==> src/hdl/psp_pkg.sv <==
// psp_pkg: shared types, character codes and keyword tables for the
// protection string parser. no dependencies.
`default_nettype none

package psp_pkg;

    localparam logic [7:0] CH_NUL    = 8'h00;
    localparam logic [7:0] CH_SPACE  = 8'h20;
    localparam logic [7:0] CH_TAB    = 8'h09;
    localparam logic [7:0] CH_CR     = 8'h0d;
    localparam logic [7:0] CH_EQ     = 8'h3d;
    localparam logic [7:0] CH_COLON  = 8'h3a;
    localparam logic [7:0] CH_LPAREN = 8'h28;
    localparam logic [7:0] CH_RPAREN = 8'h29;
    localparam logic [7:0] CH_LC_A   = 8'h61;
    localparam logic [7:0] CH_LC_Z   = 8'h7a;
    localparam logic [7:0] CH_UC_A   = 8'h41;
    localparam logic [7:0] CH_UC_Z   = 8'h5a;
    localparam logic [7:0] CH_CASE   = 8'h20;
    localparam logic [7:0] CH_R      = 8'h52;
    localparam logic [7:0] CH_W      = 8'h57;
    localparam logic [7:0] CH_E      = 8'h45;
    localparam logic [7:0] CH_D      = 8'h44;

    localparam logic [2:0]  KW_LEN_MAX = 3'd7;
    localparam logic [15:0] ALL_ONES   = 16'hffff;
    localparam logic [15:0] NIBBLE     = 16'h000f;

    typedef struct packed {
        logic        hit;
        logic [1:0]  idx;
    } t_pick;

    typedef struct packed {
        logic        status;
        logic [15:0] deny_word;
        logic [15:0] keep_mask;
    } t_result;

    function automatic logic f_is_space(input logic [7:0] c);
        return (c == CH_SPACE) || (c >= CH_TAB && c <= CH_CR);
    endfunction

    function automatic logic [7:0] f_upcase(input logic [7:0] c);
        return (c >= CH_LC_A && c <= CH_LC_Z) ? (c - CH_CASE) : c;
    endfunction

    function automatic logic f_is_letter(input logic [7:0] c);
        logic [7:0] u;
        u = f_upcase(c);
        return (u >= CH_UC_A) && (u <= CH_UC_Z);
    endfunction

    // keyword letters, zero past the end of a keyword
    function automatic logic [7:0] f_kw_char(input logic [1:0] k, input logic [2:0] idx);
        logic [47:0] word;
        logic [7:0]  res;
        case (k)
            2'd0: word = {"M", "E", "T", "S", "Y", "S"};
            2'd1: word = {8'h00, "R", "E", "N", "W", "O"};
            2'd2: word = {8'h00, "P", "U", "O", "R", "G"};
            default: word = {8'h00, "D", "L", "R", "O", "W"};
        endcase
        case (idx)
            3'd0: res = word[7:0];
            3'd1: res = word[15:8];
            3'd2: res = word[23:16];
            3'd3: res = word[31:24];
            3'd4: res = word[39:32];
            3'd5: res = word[47:40];
            default: res = CH_NUL;
        endcase
        return res;
    endfunction

    // first live keyword wins
    function automatic t_pick f_pick(input logic [3:0] alive);
        t_pick p;
        p.hit = |alive;
        if (alive[0]) begin
            p.idx = 2'd0;
        end else if (alive[1]) begin
            p.idx = 2'd1;
        end else if (alive[2]) begin
            p.idx = 2'd2;
        end else begin
            p.idx = 2'd3;
        end
        return p;
    endfunction

endpackage

`default_nettype wire

==> src/hdl/protection_string_parser.sv <==
// protection_string_parser: top level, item handshake and result register
// depends on psp_pkg and psp_parser
`default_nettype none

// Feed the protection string one character per item, i_last set on the final
// one. An item is taken every cycle unless a final one is held off; the result for
// a string appears on the output in the cycle after its final character is taken,
// from a single result register. Non-final characters are taken even while a result
// is waiting; a final character is held off only while the previous result is still
// unclaimed and stalled. A syntax error returns status 1 with zero fields.
module protection_string_parser import psp_pkg::*; (
    input  wire logic        i_clk,
    input  wire logic        i_rst_n,
    input  wire logic        i_valid,
    output logic             o_stall,
    input  wire logic [7:0]  i_ch,
    input  wire logic        i_last,
    output logic             o_valid,
    input  wire logic        i_stall,
    output logic             o_status,
    output logic      [15:0] o_deny_word,
    output logic      [15:0] o_keep_mask
);

    logic    take;
    t_result res;
    logic    r_out_valid;
    t_result r_out;

    assign o_stall = i_last && r_out_valid && i_stall;
    assign take    = i_valid && !o_stall;

    psp_parser u_parser (
        .i_clk    (i_clk),
        .i_rst_n  (i_rst_n),
        .i_take   (take),
        .i_ch     (i_ch),
        .i_last   (i_last),
        .o_result (res)
    );

    always_ff @(posedge i_clk) begin
        if (!i_rst_n) begin
            r_out_valid <= 1'b0;
        end else if (take && i_last) begin
            r_out_valid <= 1'b1;
        end else if (!i_stall) begin
            r_out_valid <= 1'b0;
        end
        if (take && i_last) begin
            r_out <= res;
        end
    end

    assign o_valid     = r_out_valid;
    assign o_status    = r_out.status;
    assign o_deny_word = r_out.deny_word;
    assign o_keep_mask = r_out.keep_mask;

    a_result_follows: assert property (@(posedge i_clk) disable iff (!i_rst_n)
        take && i_last |=> o_valid)
        else $error("result not presented after final item");

    a_error_zero: assert property (@(posedge i_clk) disable iff (!i_rst_n)
        o_valid && o_status |-> (o_deny_word == 16'h0000) && (o_keep_mask == 16'h0000))
        else $error("error result carries nonzero fields");

    a_kept_denied: assert property (@(posedge i_clk) disable iff (!i_rst_n)
        o_valid && !o_status |-> (o_keep_mask & ~o_deny_word) == 16'h0000)
        else $error("kept field has access granted");

endmodule

`default_nettype wire

==> src/hdl/psp_kw_match.sv <==
// psp_kw_match: four parallel class keyword matchers fed one letter a time
// depends on psp_pkg
`default_nettype none

module psp_kw_match import psp_pkg::*; (
    input  wire logic       i_start,
    input  wire logic [3:0] i_alive,
    input  wire logic [2:0] i_len,
    input  wire logic [7:0] i_up,
    output logic      [3:0] o_alive,
    output logic      [2:0] o_len
);

    logic [3:0] base_alive;
    logic [2:0] base_len;

    assign base_alive = i_start ? 4'hf : i_alive;
    assign base_len   = i_start ? 3'd0 : i_len;

    for (genvar k = 0; k < 4; k++) begin : g_kw
        assign o_alive[k] = base_alive[k] && (f_kw_char(2'(k), base_len) == i_up);
    end

    assign o_len = (base_len == KW_LEN_MAX) ? KW_LEN_MAX : base_len + 3'd1;

endmodule

`default_nettype wire

==> src/hdl/psp_parser.sv <==
// psp_parser: parse state, class code and keep mask, updated per item
// depends on psp_pkg and psp_kw_match
`default_nettype none

module psp_parser import psp_pkg::*; (
    input  wire logic       i_clk,
    input  wire logic       i_rst_n,
    input  wire logic       i_take,
    input  wire logic [7:0] i_ch,
    input  wire logic       i_last,
    output t_result         o_result
);

    typedef enum logic [3:0] {
        ST_PREFIX,
        ST_AFTEREQ,
        ST_OPEN,
        ST_TOP,
        ST_KEYWORD,
        ST_POSTKW,
        ST_LETWS,
        ST_LETTERS,
        ST_SEP,
        ST_CLOSE,
        ST_DONE,
        ST_ERR
    } t_mode;

    t_mode       r_mode, n_mode;
    logic [15:0] r_code, n_code;
    logic [15:0] r_mask, n_mask;
    logic        r_brace, n_brace;
    logic        r_any, n_any;
    logic [3:0]  r_alive, n_alive;
    logic [2:0]  r_len, n_len;
    logic [1:0]  r_cls, n_cls;

    logic        kw_start;
    logic        kw_feed;
    logic [7:0]  up;
    logic [3:0]  m_alive;
    logic [2:0]  m_len;

    assign up = f_upcase(i_ch);

    psp_kw_match u_kw_match (
        .i_start (kw_start),
        .i_alive (r_alive),
        .i_len   (r_len),
        .i_up    (up),
        .o_alive (m_alive),
        .o_len   (m_len)
    );

    always_comb begin
        t_pick      rp;
        t_pick      fp;
        logic       sp;
        logic       letter;
        logic       eq;
        logic       rwed;
        logic [1:0] bitsel;
        t_mode      sep_to;
        logic [15:0] nib;
        logic [15:0] f_code;
        logic [15:0] f_mask;
        logic        ok;

        rp      = f_pick(r_alive);
        sp      = f_is_space(i_ch);
        letter  = f_is_letter(i_ch);
        eq      = (i_ch == CH_EQ) || (i_ch == CH_COLON);
        rwed    = (up == CH_R) || (up == CH_W) || (up == CH_E) || (up == CH_D);
        bitsel  = (up == CH_R) ? 2'd0 : (up == CH_W) ? 2'd1 : (up == CH_E) ? 2'd2 : 2'd3;
        sep_to  = (i_ch == CH_RPAREN) ? ST_CLOSE : ST_TOP;
        nib     = NIBBLE << {rp.idx, 2'b00};

        n_mode  = r_mode;
        n_code  = r_code;
        n_mask  = r_mask;
        n_brace = r_brace;
        n_any   = r_any;
        n_cls   = r_cls;
        kw_start = 1'b0;
        kw_feed  = 1'b0;

        if (r_mode != ST_DONE && r_mode != ST_ERR) begin
            if (i_ch == CH_NUL) begin
                case (r_mode)
                    ST_PREFIX, ST_AFTEREQ: n_mode = ST_ERR;
                    ST_KEYWORD: begin
                        if (rp.hit) begin
                            n_code = r_code | nib;
                            n_mask = r_mask & ~nib;
                            n_cls  = rp.idx;
                            n_any  = 1'b1;
                            n_mode = ST_DONE;
                        end else begin
                            n_mode = ST_ERR;
                        end
                    end
                    ST_CLOSE: n_mode = (r_brace && r_any) ? ST_DONE : ST_ERR;
                    default:  n_mode = ST_DONE;
                endcase
            end else begin
                case (r_mode)
                    ST_PREFIX: begin
                        if (eq) n_mode = ST_AFTEREQ;
                    end
                    ST_AFTEREQ, ST_OPEN: begin
                        if (sp) begin
                            n_mode = ST_OPEN;
                        end else if (i_ch == CH_LPAREN) begin
                            n_brace = 1'b1;
                            n_mode  = ST_TOP;
                        end else if (letter) begin
                            kw_start = 1'b1;
                            kw_feed  = 1'b1;
                            n_mode   = ST_KEYWORD;
                        end else begin
                            n_mode = sep_to;
                        end
                    end
                    ST_TOP: begin
                        if (letter) begin
                            kw_start = 1'b1;
                            kw_feed  = 1'b1;
                            n_mode   = ST_KEYWORD;
                        end else if (!sp) begin
                            n_mode = sep_to;
                        end
                    end
                    ST_KEYWORD: begin
                        if (letter) begin
                            kw_feed = 1'b1;
                        end else if (!rp.hit) begin
                            n_mode = ST_ERR;
                        end else begin
                            n_code = r_code | nib;
                            n_mask = r_mask & ~nib;
                            n_cls  = rp.idx;
                            n_any  = 1'b1;
                            if (sp) begin
                                n_mode = ST_POSTKW;
                            end else if (eq) begin
                                n_mode = ST_LETWS;
                            end else begin
                                n_mode = sep_to;
                            end
                        end
                    end
                    ST_POSTKW: begin
                        if (eq) begin
                            n_mode = ST_LETWS;
                        end else if (!sp) begin
                            n_mode = sep_to;
                        end
                    end
                    ST_LETWS, ST_LETTERS: begin
                        if (rwed) begin
                            n_code = r_code & ~(16'h0001 << {r_cls, bitsel});
                            n_mode = ST_LETTERS;
                        end else if (sp) begin
                            if (r_mode == ST_LETTERS) n_mode = ST_SEP;
                        end else begin
                            n_mode = sep_to;
                        end
                    end
                    ST_SEP: begin
                        if (!sp) n_mode = sep_to;
                    end
                    ST_CLOSE: begin
                        if (!sp) n_mode = ST_ERR;
                    end
                    default: n_mode = r_mode;
                endcase
            end
        end

        n_alive = kw_feed ? m_alive : r_alive;
        n_len   = kw_feed ? m_len : r_len;

        // outcome if the string ends here
        fp     = f_pick(n_alive);
        f_code = n_code;
        f_mask = n_mask;
        case (n_mode)
            ST_DONE: ok = 1'b1;
            ST_PREFIX, ST_AFTEREQ, ST_ERR: ok = 1'b0;
            ST_KEYWORD: begin
                ok     = fp.hit;
                f_code = n_code | (NIBBLE << {fp.idx, 2'b00});
                f_mask = n_mask & ~(NIBBLE << {fp.idx, 2'b00});
            end
            ST_CLOSE: ok = n_brace && n_any;
            default:  ok = 1'b1;
        endcase

        o_result.status    = !ok;
        o_result.deny_word = ok ? f_code : 16'h0000;
        o_result.keep_mask = ok ? f_mask : 16'h0000;
    end

    always_ff @(posedge i_clk) begin
        if (!i_rst_n || (i_take && i_last)) begin
            r_mode  <= ST_PREFIX;
            r_code  <= ALL_ONES;
            r_mask  <= ALL_ONES;
            r_brace <= 1'b0;
            r_any   <= 1'b0;
            r_alive <= 4'hf;
            r_len   <= 3'd0;
            r_cls   <= 2'd0;
        end else if (i_take) begin
            r_mode  <= n_mode;
            r_code  <= n_code;
            r_mask  <= n_mask;
            r_brace <= n_brace;
            r_any   <= n_any;
            r_alive <= n_alive;
            r_len   <= n_len;
            r_cls   <= n_cls;
        end
    end

endmodule

`default_nettype wire
==> config.mk <==
export PLATFORM = sky130hd
export DESIGN_NAME = protection_string_parser
export DESIGN_NICKNAME = d
export VERILOG_FILES = /design/src/hdl/psp_pkg.sv /design/src/hdl/protection_string_parser.sv /design/src/hdl/psp_kw_match.sv /design/src/hdl/psp_parser.sv
export SDC_FILE = /design/constraint.sdc
export NUM_CORES = 1
export LEC_CHECK = 0
export ABC_AREA = 1
export ABC_CLOCK_PERIOD_IN_PS = 4000
export BUFFER_PORTS_ARGS = -buffer_cell sky130_fd_sc_hd__buf_2
export CORE_MARGIN = 4
export CORE_UTILIZATION = 32
export CTS_CLUSTER_SIZE = 40
export DETAILED_ROUTE_END_ITERATION = 8
export MAX_ROUTING_LAYER = met4
export PLACE_DENSITY = 0.56
export SLEW_MARGIN = 10
export SYNTH_ARGS = -nofsm -noshare
export SYNTH_HDL_FRONTEND = slang
export SYNTH_SLANG_ARGS = --single-unit
==> constraint.sdc <==
create_clock -name i_clk -period 4 [get_ports i_clk]
set_input_delay 0.4 -clock i_clk [delete_from_list [all_inputs] [get_ports i_clk]]
set_output_delay 0.4 -clock i_clk [all_outputs]
set_load 0.03 [all_outputs]
; After elaboration in Yosys (flattened, before gate mapping)
; Index checks and enable logic that the tools add are counted.
[classes]
n_addsub = 2
multipliers = 0
div = 0
order_cmp = 6
eq_ne = 36
shifts = 3
muxes = 83
bitwise = 8
n_reduce_logical = 37
[op_table]
columns = op, n
row1 = 16-bit two-way mux, 14
row2 = 7-bit one-hot mux with 5 select lines, 4
row3 = 4-bit two-way mux, 20
row4 = 16-bit AND, 3
row5 = 16-bit inverter, 3
row6 = "8-bit by 6-bit == test with 1-bit output, second input constant", 5
row7 = "8-bit by 7-bit == test with 1-bit output, second input constant", 4
row8 = 8-bit == test, 4
row9 = 16-bit bitwise OR, 2
row10 = 16-bit one-hot mux with 2 select lines, 1
row11 = 4-bit one-hot mux with 8 select lines, 1
row12 = "4-bit by 4-bit << shifter with 16-bit output, first input constant", 2
row13 = 1-bit two-way mux, 25
row14 = 2-bit two-way mux, 11
row15 = "4-bit by 3-bit == test with 1-bit output, second input constant", 5
row16 = "4-bit == test, second input constant", 4
row17 = "8-bit by 7-bit greater-or-equal comparator with 1-bit output, second input constant", 2
row18 = "8-bit by 7-bit less-or-equal comparator with 1-bit output, second input constant", 2
row19 = "1-bit by 4-bit << shifter with 16-bit output, first input constant", 1
row20 = 1-bit logical AND, 14
row21 = 4-bit one-hot mux with 3 select lines, 1
row22 = 2-bit OR reduction, 5
row23 = "3-bit == test, second input constant", 3
row24 = "4-bit by 1-bit == test with 1-bit output, second input constant", 2
row25 = 23 further kinds, 37
[totals]
reg_bits = 81
latchBits = 0
ramBits = 0
romBits = 0
in_bits = 13
output_inout_bits = 35
wordCells = 187
memories = 0

; Longest topological paths before layout
; Gate-level depths: netlist of run 1.
[depth]
depth_word = 25
mapped_depth = 32
depth_no_buf = 30

; Cells and area by module
; A second synthesis of run 1 with hierarchy kept.
[hier_totals]
hier_cells = 763
hier_area_um2 = 5119.9
[by_module_without_submodules]
columns = mod, n_inst, cells_per_inst, area_per_inst_um2, seq_area_each_um2
row1 = psp_parser, 1, 585, 3410.8, 940.9
row2 = protection_string_parser, 1, 45, 1056.0, 1011.0
row3 = psp_kw_match, 1, 133, 653.1, 0.0

; Least setup slack after synthesis of run 1
; OpenSTA, ideal clock, no wires.
[synth_path]
kind = input -> register
start = input i_ch[1]
end = register r_out (netlist bit o_keep_mask[12]), data pin
setup_time_ns = 0.261
arrival_time_ns = 3.604
required_ns = 3.739
setup_slack_ns = 0.135
path_stages = 29
n_path_buf = 4
cell_sequence = buf_2 > nor2_2 > nand3_2 > nand2_1 > nand2_2 > nand3_2 > nand2_4 > nor2_4 > nand4_1 > nand2_2 > nand3_4 > buf_2 > nand2_1 > inv_1 > ha_1 > clkbuf_1 > o31ai_2 > nand3_1 > nand2_1 > nor2_2 > nand2_2 > nand2_1 > nand2_2 > nand2_1 > nand2_2 > nand2_4 > nor2_8 > buf_12 > nor2_4
[synth_via]
elab_chain_len = 24
word_cells_on_any_way = 104
cone_classes = add/sub: 1 / order compare: 6 / eq/ne: 22 / shift: 1 / mux: 53 / bitwise: 2 / reduce/logical: 19
[synth_lines]
columns = item, line
row1 = "start, declared", protection_string_parser.sv:16  ; input wire logic [7:0] i_ch,
row2 = 8-bit by 7-bit greater-or-equal comparator with 1-bit output or 8-bit by 7-bit less-or-equal comparator with 1-bit output (tied branches), psp_pkg.sv:45  ; return (c >= CH_LC_A && c <= CH_LC_Z) ? (c - CH_CASE) : c;
row3 = 1-bit logical AND, psp_pkg.sv:45
row4 = 8-bit two-way mux, psp_pkg.sv:45
row5 = 8-bit by 7-bit greater-or-equal comparator with 1-bit output or 8-bit by 7-bit less-or-equal comparator with 1-bit output (tied branches), psp_pkg.sv:51  ; return (u >= CH_UC_A) && (u <= CH_UC_Z);
row6 = 1-bit logical AND, psp_pkg.sv:51
row7 = 1-bit two-way mux, "psp_parser.sv:116, psp_parser.sv:125, psp_parser.sv:134"
row8 = 1-bit two-way mux, psp_parser.sv:113  ; end else if (i_ch == CH_LPAREN) begin
row9 = 1-bit two-way mux, psp_parser.sv:111  ; if (sp) begin
row10 = (+8 left out), -
row11 = 4-bit two-way mux, psp_parser.sv:180  ; n_alive = kw_feed ? m_alive : r_alive;
row12 = 1-bit two-way mux, psp_pkg.sv:84  ; end else if (alive[2]) begin
row13 = 2-bit two-way mux, psp_pkg.sv:82  ; end else if (alive[1]) begin
row14 = 2-bit two-way mux, psp_pkg.sv:80  ; if (alive[0]) begin
row15 = 4-bit by 4-bit << shifter with 16-bit output, psp_parser.sv:193  ; f_mask = n_mask & ~(NIBBLE << {fp.idx, 2'b00});
row16 = 16-bit inverter, psp_parser.sv:193
row17 = 16-bit AND, psp_parser.sv:193
row18 = 16-bit two-way mux, psp_parser.sv:187  ; case (n_mode)
row19 = "end signal, assigned", protection_string_parser.sv:51  ; r_out <= res;
row20 = "end, declared", protection_string_parser.sv:28  ; t_result r_out;
; Parallel ways exist; a longest one is shown, timed or not.
; A chain may end at the register's enable or synchronous reset.

; Worst setup path after layout of run 1
[layout_path]
start = input i_ch[6]
end = register r_out (netlist bit o_keep_mask[12]), data pin
; Same word-level chain as after synthesis.

==> results of run 1 <==
flip-flops by register name, summed over array words and instances, names as in the netlist:
signal,count
o_keep_mask,16
u_parser.r_mode,4
o_valid,1
u_parser.r_brace,1
u_parser.r_len,3
u_parser.r_code,16
o_deny_word,16
u_parser.r_alive,4
u_parser.r_mask,16
u_parser.r_any,1
o_status,1
u_parser.r_cls,2
synth_stat cells, types with 2 or more instances:
library cell  instances
nand2_1             159
inv_1               106
nor2_1               76
o21ai_0              70
nand3_1              58
dfxtp_1              48
a21oi_1              44
edfxtp_1             33
nor2_2               20
nor3_1               18
nand2_2              15
nand4_1              14
clkbuf_1             13
o211ai_1             13
ha_1                  8
inv_2                 8
nand2_4               6
nand3_2               6
o21ai_1               6
buf_2                 5
nor2_4                5
o311ai_0              4
o31ai_1               4
a211oi_1              3
o21ai_2               3
a31oi_1               2
buf_12                2
buf_4                 2
clkinv_1              2
nand3b_1              2
nor4_1                2
o22ai_1               2
where the power goes:
group          leakage (nW)  switching, W  internal, W
clock network         0.153      0.000320     0.000565
logic                  2.18      0.000455     0.000252
registers             0.705     0.0000268     0.000961
routing by layer:
metal  vias to the layer above  track usage
met3                        18       0.0316
met2                       141        0.260
li1                       2685            -
met1                      2347        0.206
met5                         -            -
met4                         0       0.0482
kinds of logic (layout without fill, tap and decap cells):
logic type,Yosys count,count (layout),synth area share
xor gates and xnor gates,1,1,0.00164
buffers and inverters,139,224,0.109
adders and majority gates,8,8,0.0188
and+or+nand+nor,384,384,0.342
AOI/OAI and AO/OA,154,154,0.163
DFF,81,81,0.366
final timing paths:
path / cells past startpoint / from / to / slack [ns]
setup / recovery: 28 / i_ch[6] / o_keep_mask[12]$_SDFFCE_PN0P_ / 0.42
hold / removal: 3 / i_rst_n / o_valid$_SDFFE_PN0P_ / 0.26
setup reg to reg: 24 / u_parser.r_mode[1]$_SDFFE_PP0P_ / o_keep_mask[12]$_SDFFCE_PN0P_ / 0.44
hold reg to reg: 2 / u_parser.r_mask[9]$_SDFFE_PP1P_ / u_parser.r_mask[9]$_SDFFE_PP1P_ / 0.45
through the flow:
stage / setup WS [ns] / power (W) / util / hold slack [ns] / std cells
2_1_floorplan: 0.135 / 0.00151 / - / 0.419 / 767
3_3_place_gp: 0.0470 / 0.00171 / 0.377 / 0.428 / 1052
3_5_place_dp: 0.0455 / 0.00172 / 0.377 / 0.432 / 1052
4_1_cts: 0.397 / 0.00261 / 0.397 / 0.255 / 1068
5_1_grt: 0.0197 / 0.00272 / 0.397 / 0.262 / 1068
6_report: 0.421 / 0.00258 / 0.397 / 0.261 / 1068
critical path: stages:
cell	delay, ns
buf_2	0.16
ha_1	0.16
nand2_1	0.05
nor2_1	0.16
nand2_2	0.06
nand3_2	0.09
nand2_1	0.09
a21oi_2	0.19
nand4_1	0.13
nand2_2	0.11
nand3_4	0.08
nand2_1	0.13
inv_1	0.11
ha_1	0.24
nor2_1	0.16
inv_1	0.11
nand2_1	0.12
nand3_1	0.10
nand3_1	0.10
nor2_2	0.06
nand2_2	0.07
nand2_1	0.06
nand2_2	0.11
buf_4	0.11
nand3_1	0.13
o21ai_0	0.22
buf_4	0.15
nor2_4	0.02
area by class of cell:
cell class              instances  area share
clock buffers                  12      0.0385
clock inverters                 4      0.0119
inverters                     116      0.0681
multi-input cells             547       0.438
flip-flops and latches         81       0.305
repair buffers                 92      0.0955
well taps                     216      0.0423
==> impl_metrics.env, run 1 <==
export IMPL_syn_area_per_cell_sq_um=6.96
export IMPL_regArea_sq_mm=0.00195
export IMPL_ctsResizeCount=0
export IMPL_synth_cells=767
export IMPL_dp_hpwl_mm=11.0
export IMPL_synth_distinct_cells=40
export IMPL_path_clk_slew_ns=0.06
export IMPL_final_min_clock_period_ns=3.58
export IMPL_hold_path_class="in2reg"
export IMPL_met2RoutedLength_mm=6.85
export IMPL_postCtsSetupBuffers=0
export IMPL_core_area_sq_mm=0.0161
export IMPL_place_area_sq_mm=0.00607
export IMPL_synth_area_top_cells="edfxtp_1, dfxtp_1, nand2_1, inv_1, o21ai_0"
export IMPL_met3_length_microns=873
export IMPL_maxSlewHeadroom=0.502
export IMPL_synth_ff_type="dfxtp_1"
export IMPL_clkLatencyLatePin_ns=0.34
export IMPL_fp_dieH_microns=137
export IMPL_stdcell_area_sq_mm=0.00639
export IMPL_holdBufCountCts=0
export IMPL_yosysWarnings=0
export IMPL_antenna_found_initial=0
export IMPL_routed_top_layer="met4"
export IMPL_cp_end_kind="register"
export IMPL_final_common_cell="nand2_1"
export IMPL_detail_route_antenna_nets=0
export IMPL_multi_input_comb_area_sq_mm=0.00280
export IMPL_slew_viol_final=0
export IMPL_start_util=0.331
export IMPL_critical_path_arrival_ns=3.68
export IMPL_ctsLongestPathBuffers=2
export IMPL_cts_sinks=81
export IMPL_p_leak_nw=3.04
export IMPL_cp_max_fo=7
export IMPL_layout_nets=868
export IMPL_drtIter0Drc=353
export IMPL_cp_start_kind="input port"
export IMPL_cap_violations=0
export IMPL_grt_remaining_overflow=0
export IMPL_grt_max_degree=44
export IMPL_die_area_sq_mm=0.0188
export IMPL_cts_tree="built"
export IMPL_hold_violations=0
export IMPL_rsz0062_at_grt="false"
export IMPL_yosysTopAreaCell="edfxtp_1"
export IMPL_max_freq_mhz=279
export IMPL_grt_usage=0.162
export IMPL_io_buffers=47
export IMPL_die_w_microns=137
export IMPL_setup_tns_ns=0
export IMPL_setup_worst_path_class="in2reg"
export IMPL_yosysSeqAreaShare=0.366
export IMPL_post_route_period_util=0.895
export IMPL_drc=0
export IMPL_drt_met1_wl_mm=6.48
export IMPL_drt_pass1_iterations=5
export IMPL_root_buffer="clkbuf_16"
export IMPL_p_per_area_mw_per_mm2=403
export IMPL_wire_per_inst_microns=13.5
export IMPL_synth_net_count=788
export IMPL_gp_congestion=0.941
export IMPL_required_ns=4.10
export IMPL_layout_cells_most_common_list="nand2_1, inv_1, nor2_1"
export IMPL_diodes=0
export IMPL_fillers=1727
export IMPL_cts_made_buffers=9
export IMPL_grt_first_pass_wirelength_mm=23.5
export IMPL_synth_async_reset_ratio=0
export IMPL_ios=48
export IMPL_rows=46
export IMPL_synth_edff_count=33
export IMPL_syn_area_sq_mm=0.00534
export IMPL_status="completed"
export IMPL_vias=5191
export IMPL_wirelength_mm=14.4
export IMPL_synthToLayoutAreaGrowth_pct=19.9
export IMPL_synth_seq_cells=81
export IMPL_synth_top_area_share=0.186
export IMPL_peakVddDrop_mv=0.208
export IMPL_skew_ns=0.00580
export IMPL_viasPerCell=4.86
export IMPL_drive_gt1_frac=0.203
export IMPL_h_tree_depth=3
export IMPL_setup_viol=0
export IMPL_grt_pass1_vias=4835
export IMPL_worst_pin_slew_ns=0.746
Note: power is estimated with default switching activity, not from simulation.
==> inputs of run 2 (changes only) <==
- CELL_PAD_IN_SITES_DETAIL_PLACEMENT: unset -> 1
- CELL_PAD_IN_SITES_GLOBAL_PLACEMENT: unset -> 1
- CORE_MARGIN: 4 -> 1.5
- PLACE_DENSITY: 0.56 -> 0.71
==> run 2 against run 1 <==
Critical endpoint is now o_keep_mask[3]$_SDFFCE_PN0P_. Setup slack got worse by 0.071 ns. Sequential share of layout area rose by 0.55 points. Via count rose by 1.8%. Largest cell class unchanged.
==> impl_metrics.env, run 2 (synthesized netlist as in run 1, its figures left out) <==
export IMPL_status="completed"
export IMPL_layout_nets=861
export IMPL_hold_violations=0
export IMPL_start_util=0.325
export IMPL_final_min_clock_period_ns=3.65
export IMPL_path_clk_slew_ns=0.06
export IMPL_dp_hpwl_mm=12.4
export IMPL_final_cells=1064
export IMPL_p_int_w=0.00160
export IMPL_cts_made_buffers=9
export IMPL_slew_viol_final=0
export IMPL_peakVddDrop_mv=0.228
export IMPL_drtIter0Drc=264
export IMPL_max_stage_delay_ns=0.26
export IMPL_die_w_microns=132
export IMPL_grt_remaining_overflow=0
export IMPL_setup_worst_path_class="in2reg"
export IMPL_viasPerCell=4.97
export IMPL_cts_tree="built"
export IMPL_detail_route_antenna_nets=0
export IMPL_wire_per_inst_microns=15.1
export IMPL_ctsResizeCount=0
export IMPL_fillers=2122
export IMPL_io_buffers=47
export IMPL_drc=0
export IMPL_p_seq_frac=0.410
export IMPL_switchingPower_w=0.000809
export IMPL_cp_start_kind="input port"
export IMPL_ctsLongestPathBuffers=2
export IMPL_max_freq_mhz=274
export IMPL_antenna_found_initial=0
export IMPL_core_area_sq_mm=0.0164
export IMPL_skew_ns=0.0103
export IMPL_grt_max_degree=44
export IMPL_required_ns=4.09
export IMPL_fp_dieH_microns=132
export IMPL_grt_pass1_vias=5193
export IMPL_cap_violations=0
export IMPL_slowest_stage="ha_1"
export IMPL_clkPwrFrac=0.303
export IMPL_cp_max_fo=16
export IMPL_critical_path_startpoint="i_ch[2]"
export IMPL_layout_cells_most_common_list="nand2_1, inv_1, nor2_1"
export IMPL_drive_gt1_frac=0.199
export IMPL_grt_first_pass_wirelength_mm=26.5
export IMPL_die_area_sq_mm=0.0175
export IMPL_cts_sinks=81
export IMPL_diodes=0
export IMPL_vias=5287
export IMPL_drt_pass1_iterations=4
export IMPL_p_leak_nw=2.97
export IMPL_regToRegStartpoint="u_parser.r_mode[1]$_SDFFE_PP0P_"
export IMPL_holdCritStartpoint="i_rst_n"
export IMPL_holdBufCountCts=0
export IMPL_critical_path_arrival_ns=3.74
export IMPL_stdcell_area_sq_mm=0.00628
export IMPL_final_common_cell="nand2_1"
export IMPL_met2RoutedLength_mm=7.66
export IMPL_post_route_period_util=0.912
export IMPL_maxSlewHeadroom=0.527
export IMPL_crit_path_frequent_cell="nand2_2"
export IMPL_grt_usage=0.194
export IMPL_cp_end_kind="register"
export IMPL_switching_share=0.335
export IMPL_p_per_area_mw_per_mm2=384
export IMPL_drt_met1_wl_mm=7.69
export IMPL_holdPathStages=3
export IMPL_p_comb_frac=0.287
export IMPL_place_area_sq_mm=0.00601
export IMPL_routed_top_layer="met4"
export IMPL_met3_length_microns=405
export IMPL_synthToLayoutAreaGrowth_pct=17.8
export IMPL_hold_slack_ns=0.261
export IMPL_gp_congestion=0.883
export IMPL_rows=47
export IMPL_hold_path_class="in2reg"
export IMPL_dpl_cell_count=1049
export IMPL_postCtsSetupBuffers=0
export IMPL_setup_viol=0
export IMPL_clkLatencyLatePin_ns=0.34
export IMPL_worst_pin_slew_ns=0.709
export IMPL_h_tree_depth=3
export IMPL_ios=48
export IMPL_ff2ff_path_depth=25
export IMPL_wirelength_mm=16.0
export IMPL_root_buffer="clkbuf_16"
run 2: path summary, 6_finish.rpt:
check,end,slack [ns]
worst min-delay path,o_valid$_SDFFE_PN0P_,0.26
worst min register to register,u_parser.r_mask[2]$_SDFFE_PP1P_,0.45
worst max-delay path,o_keep_mask[3]$_SDFFCE_PN0P_,0.35
worst max register to register,o_keep_mask[3]$_SDFFCE_PN0P_,0.35
run 2: layer usage:
| metal | track usage | vias to the layer above |
|---|---|---|
| met5 | - | - |
| met4 | 0.0543 | 0 |
| met3 | 0.0304 | 23 |
| met2 | 0.318 | 71 |
| met1 | 0.248 | 2513 |
| li1 | - | 2680 |
run 2: metrics by stage:
step | setup slack, ns | utilization | power [W] | TNS (ns)
global placement | 0.0533 | 0.366 | 0.00169 | 0
global route | -0.00301 | 0.383 | 0.00254 | -0.00301
CTS | 0.182 | 0.382 | 0.00244 | 0
detailed placement | -0.0488 | 0.366 | 0.00170 | -0.190
finish | 0.350 | 0.383 | 0.00241 | 0
floorplan | 0.135 | - | 0.00151 | 0
run 2: area by class of cell:
cell class                 count  area (sq um)  share of cell area
clock buffer                  10           229              0.0364
clock inverter                 5          25.0             0.00398
inverter                     116           435              0.0693
multi-input combinational    547          2820               0.449
sequential                    81          1950               0.311
tap                          220           275              0.0438
timing repair buffer          85           546              0.0868
run 2: worst max-delay path: cells and delay by family:
kind / cells / cell delay [ns]
buffers and inverters: 5 / 0.65
adder cells (fa/ha/maj): 1 / 0.26
AND/OR/NAND/NOR: 24 / 2.43
run 2: power groups by stage:
stage               combinational [W]  clock [W]  sequential, W
global placement             0.000682          0        0.00101
global route                 0.000770   0.000778       0.000996
CTS                          0.000699   0.000747       0.000990
floorplan                    0.000417          0        0.00109
detailed placement           0.000696          0        0.00101
finish                       0.000693   0.000730       0.000990
==> inputs of run 3 (changes only) <==
- PLACE_DENSITY: 0.71 -> 0.67
- REMOVE_ABC_BUFFERS: unset -> 1
==> run 3 against run 2 <==
Clock power increased by 18%. Cell area increased by 2.1%. Flip-flop and latch count unchanged. Global-route usage increased by 1.1 points. Wire length increased by 6.2%. Critical path type unchanged. Critical endpoint is now o_status$_DFFE_PP_.
==> impl_metrics.env, run 3 (synthesized netlist as in run 1, its figures left out) <==
export IMPL_layout_nets=864
export IMPL_path_clk_slew_ns=0.06
export IMPL_hold_violations=0
export IMPL_grt_first_pass_wirelength_mm=28.2
export IMPL_dpl_cell_count=1047
export IMPL_setup_worst_path_class="in2reg"
export IMPL_diodes=0
export IMPL_status="completed"
export IMPL_skew_ns=0.00419
export IMPL_ctsLongestPathBuffers=2
export IMPL_vias=5418
export IMPL_fillers=2115
export IMPL_die_w_microns=132
export IMPL_synthToLayoutAreaGrowth_pct=20.2
export IMPL_wire_per_inst_microns=16.0
export IMPL_ff2ff_path_depth=24
export IMPL_final_cells=1068
export IMPL_core_area_sq_mm=0.0164
export IMPL_use_met2=0.364
export IMPL_stdcell_area_sq_mm=0.00641
export IMPL_cp_end_kind="register"
export IMPL_p_comb_frac=0.281
export IMPL_p_leak_nw=3.02
export IMPL_crit_path_frequent_cell="nand2_1"
export IMPL_regArea_sq_mm=0.00195
export IMPL_r2r_slack_ns=0.36
export IMPL_clkPwrFrac=0.334
export IMPL_holdBufCountCts=0
export IMPL_cp_start_kind="input port"
export IMPL_drt_pass1_iterations=4
export IMPL_grt_pass1_vias=5681
export IMPL_max_stage_delay_ns=0.22
export IMPL_drtIter0Drc=260
export IMPL_rr_endpoint="o_status$_DFFE_PP_"
export IMPL_start_util=0.325
export IMPL_h_tree_depth=3
export IMPL_final_min_clock_period_ns=3.71
export IMPL_switchingPower_w=0.000830
export IMPL_grt_busiest_layer="met2"
export IMPL_slew_viol_final=0
export IMPL_required_ns=4.08
export IMPL_clkLatencyLatePin_ns=0.33
export IMPL_detail_route_antenna_nets=0
export IMPL_wirelength_mm=17.0
export IMPL_slowest_stage="ha_1"
export IMPL_cp_max_fo=8
export IMPL_ios=48
export IMPL_multi_input_comb_area_sq_mm=0.00284
export IMPL_grt_usage=0.205
export IMPL_grt_remaining_overflow=0
export IMPL_regToRegStartpoint="u_parser.r_mode[0]$_SDFFE_PP0P_"
export IMPL_setup_viol=0
export IMPL_cts_sinks=81
export IMPL_switching_share=0.321
export IMPL_peakVddDrop_mv=0.154
export IMPL_globalRouteMet1Util=0.245
export IMPL_cts_tree="built"
export IMPL_p_per_area_mw_per_mm2=403
export IMPL_dp_hpwl_mm=13.0
export IMPL_drc=0
export IMPL_p_int_w=0.00176
export IMPL_hold_path_class="in2reg"
export IMPL_io_buffers=47
export IMPL_rows=47
export IMPL_die_area_sq_mm=0.0175
export IMPL_worst_pin_slew_ns=0.686
export IMPL_drive_gt1_frac=0.213
export IMPL_maxSlewHeadroom=0.542
export IMPL_post_route_period_util=0.928
export IMPL_root_buffer="clkbuf_16"
export IMPL_holdPathStages=3
export IMPL_gp_congestion=0.932
export IMPL_antenna_found_initial=0
export IMPL_place_area_sq_mm=0.00600
export IMPL_cap_violations=0
export IMPL_grt_max_degree=44
export IMPL_viasPerCell=5.07
export IMPL_fp_dieH_microns=132
export IMPL_final_common_cell="nand2_1"
export IMPL_cts_made_buffers=9
export IMPL_layout_cells_most_common_list="nand2_1, inv_1, nor2_1"
export IMPL_p_seq_frac=0.384
export IMPL_hold_path_endpoint="o_valid$_SDFFE_PN0P_"
export IMPL_critical_path_arrival_ns=3.79
export IMPL_max_freq_mhz=269
export IMPL_holdCritStartpoint="i_rst_n"
export IMPL_grtUsageMet3=0.0219
run 3: cell types whose count changed in the layout (fill, tap and decap cells not counted), sizes merged:
cell	delta
bufinv	+2
inv	-1
clkbuf	+2
buf	+1
run 3: worst max-delay path: cells and delay by family:
kind / cells / cell delay (ns)
adders and majority gates: 2 / 0.43
xor gates and xnor gates: 1 / 0.16
and+or+nand+nor: 22 / 2.28
buffers and inverters: 4 / 0.50
run 3: area by class of cell:
| cell class | instances | share of cell area |
|---|---|---|
| Sequential cell | 81 | 0.305 |
| Clock inverter | 6 | 0.0129 |
| Inverter | 116 | 0.0685 |
| Timing Repair Buffer | 88 | 0.0917 |
| Multi-Input combinational cell | 547 | 0.443 |
| Clock buffer | 10 | 0.0357 |
| Tap cell | 220 | 0.0429 |
run 3: how the worst max path moves through the flow:
stage,start,endpoint,slack (ns),depth (start not counted)
global route,i_ch[5],o_keep_mask[11]$_SDFFCE_PN0P_,-0.0006,29
floorplan,i_ch[7],o_keep_mask[10]$_SDFFCE_PN0P_,0.22,25
CTS,i_ch[5],o_keep_mask[12]$_SDFFCE_PN0P_,0.13,28
finish,i_ch[5],o_status$_DFFE_PP_,0.29,29
detailed placement,i_ch[5],o_keep_mask[12]$_SDFFCE_PN0P_,-0.17,28
global placement,i_ch[5],o_deny_word[14]$_SDFFCE_PN0P_,-0.04,28
run 3: through the flow:
step           hold slack [ns]  power (W)   TNS [ns]  setup slack, ns   util
4_1_cts                  0.263    0.00258          0            0.127  0.385
3_5_place_dp             0.438    0.00171      -4.19           -0.171  0.366
3_3_place_gp             0.429    0.00168    -0.0785          -0.0374  0.366
2_1_floorplan            0.419    0.00147          0            0.220      -
6_report                 0.271    0.00259          0            0.288  0.391
5_1_grt                  0.281    0.00271  -0.000608        -0.000608  0.391
run 3: what timing repair did:
action | 4_1_cts | 5_1_grt
setup endpoints to repair | 0 | 33
gates resized for setup | 0 | 16
setup buffers | 0 | 4
run 3: layer usage:
layer / vias to the layer above / part of all wire / routed length, microns
met2: 82 / 0.51 / 8700
met4: 0 / 0.015 / 248
met5: - / 0 / 0
met1: 2628 / 0.46 / 7760
met3: 19 / 0.020 / 336
li1: 2689 / - / -
run 3: power by group through the flow:
stage / Combinational, W / Sequential (W) / Clock (W)
after floorplan: 0.000375 / 0.00109 / 0
after global placement: 0.000672 / 0.00101 / 0
after detailed placement: 0.000695 / 0.00101 / 0
after CTS: 0.000700 / 0.000993 / 0.000883
after global routing: 0.000805 / 0.000999 / 0.000910
final: 0.000728 / 0.000993 / 0.000865
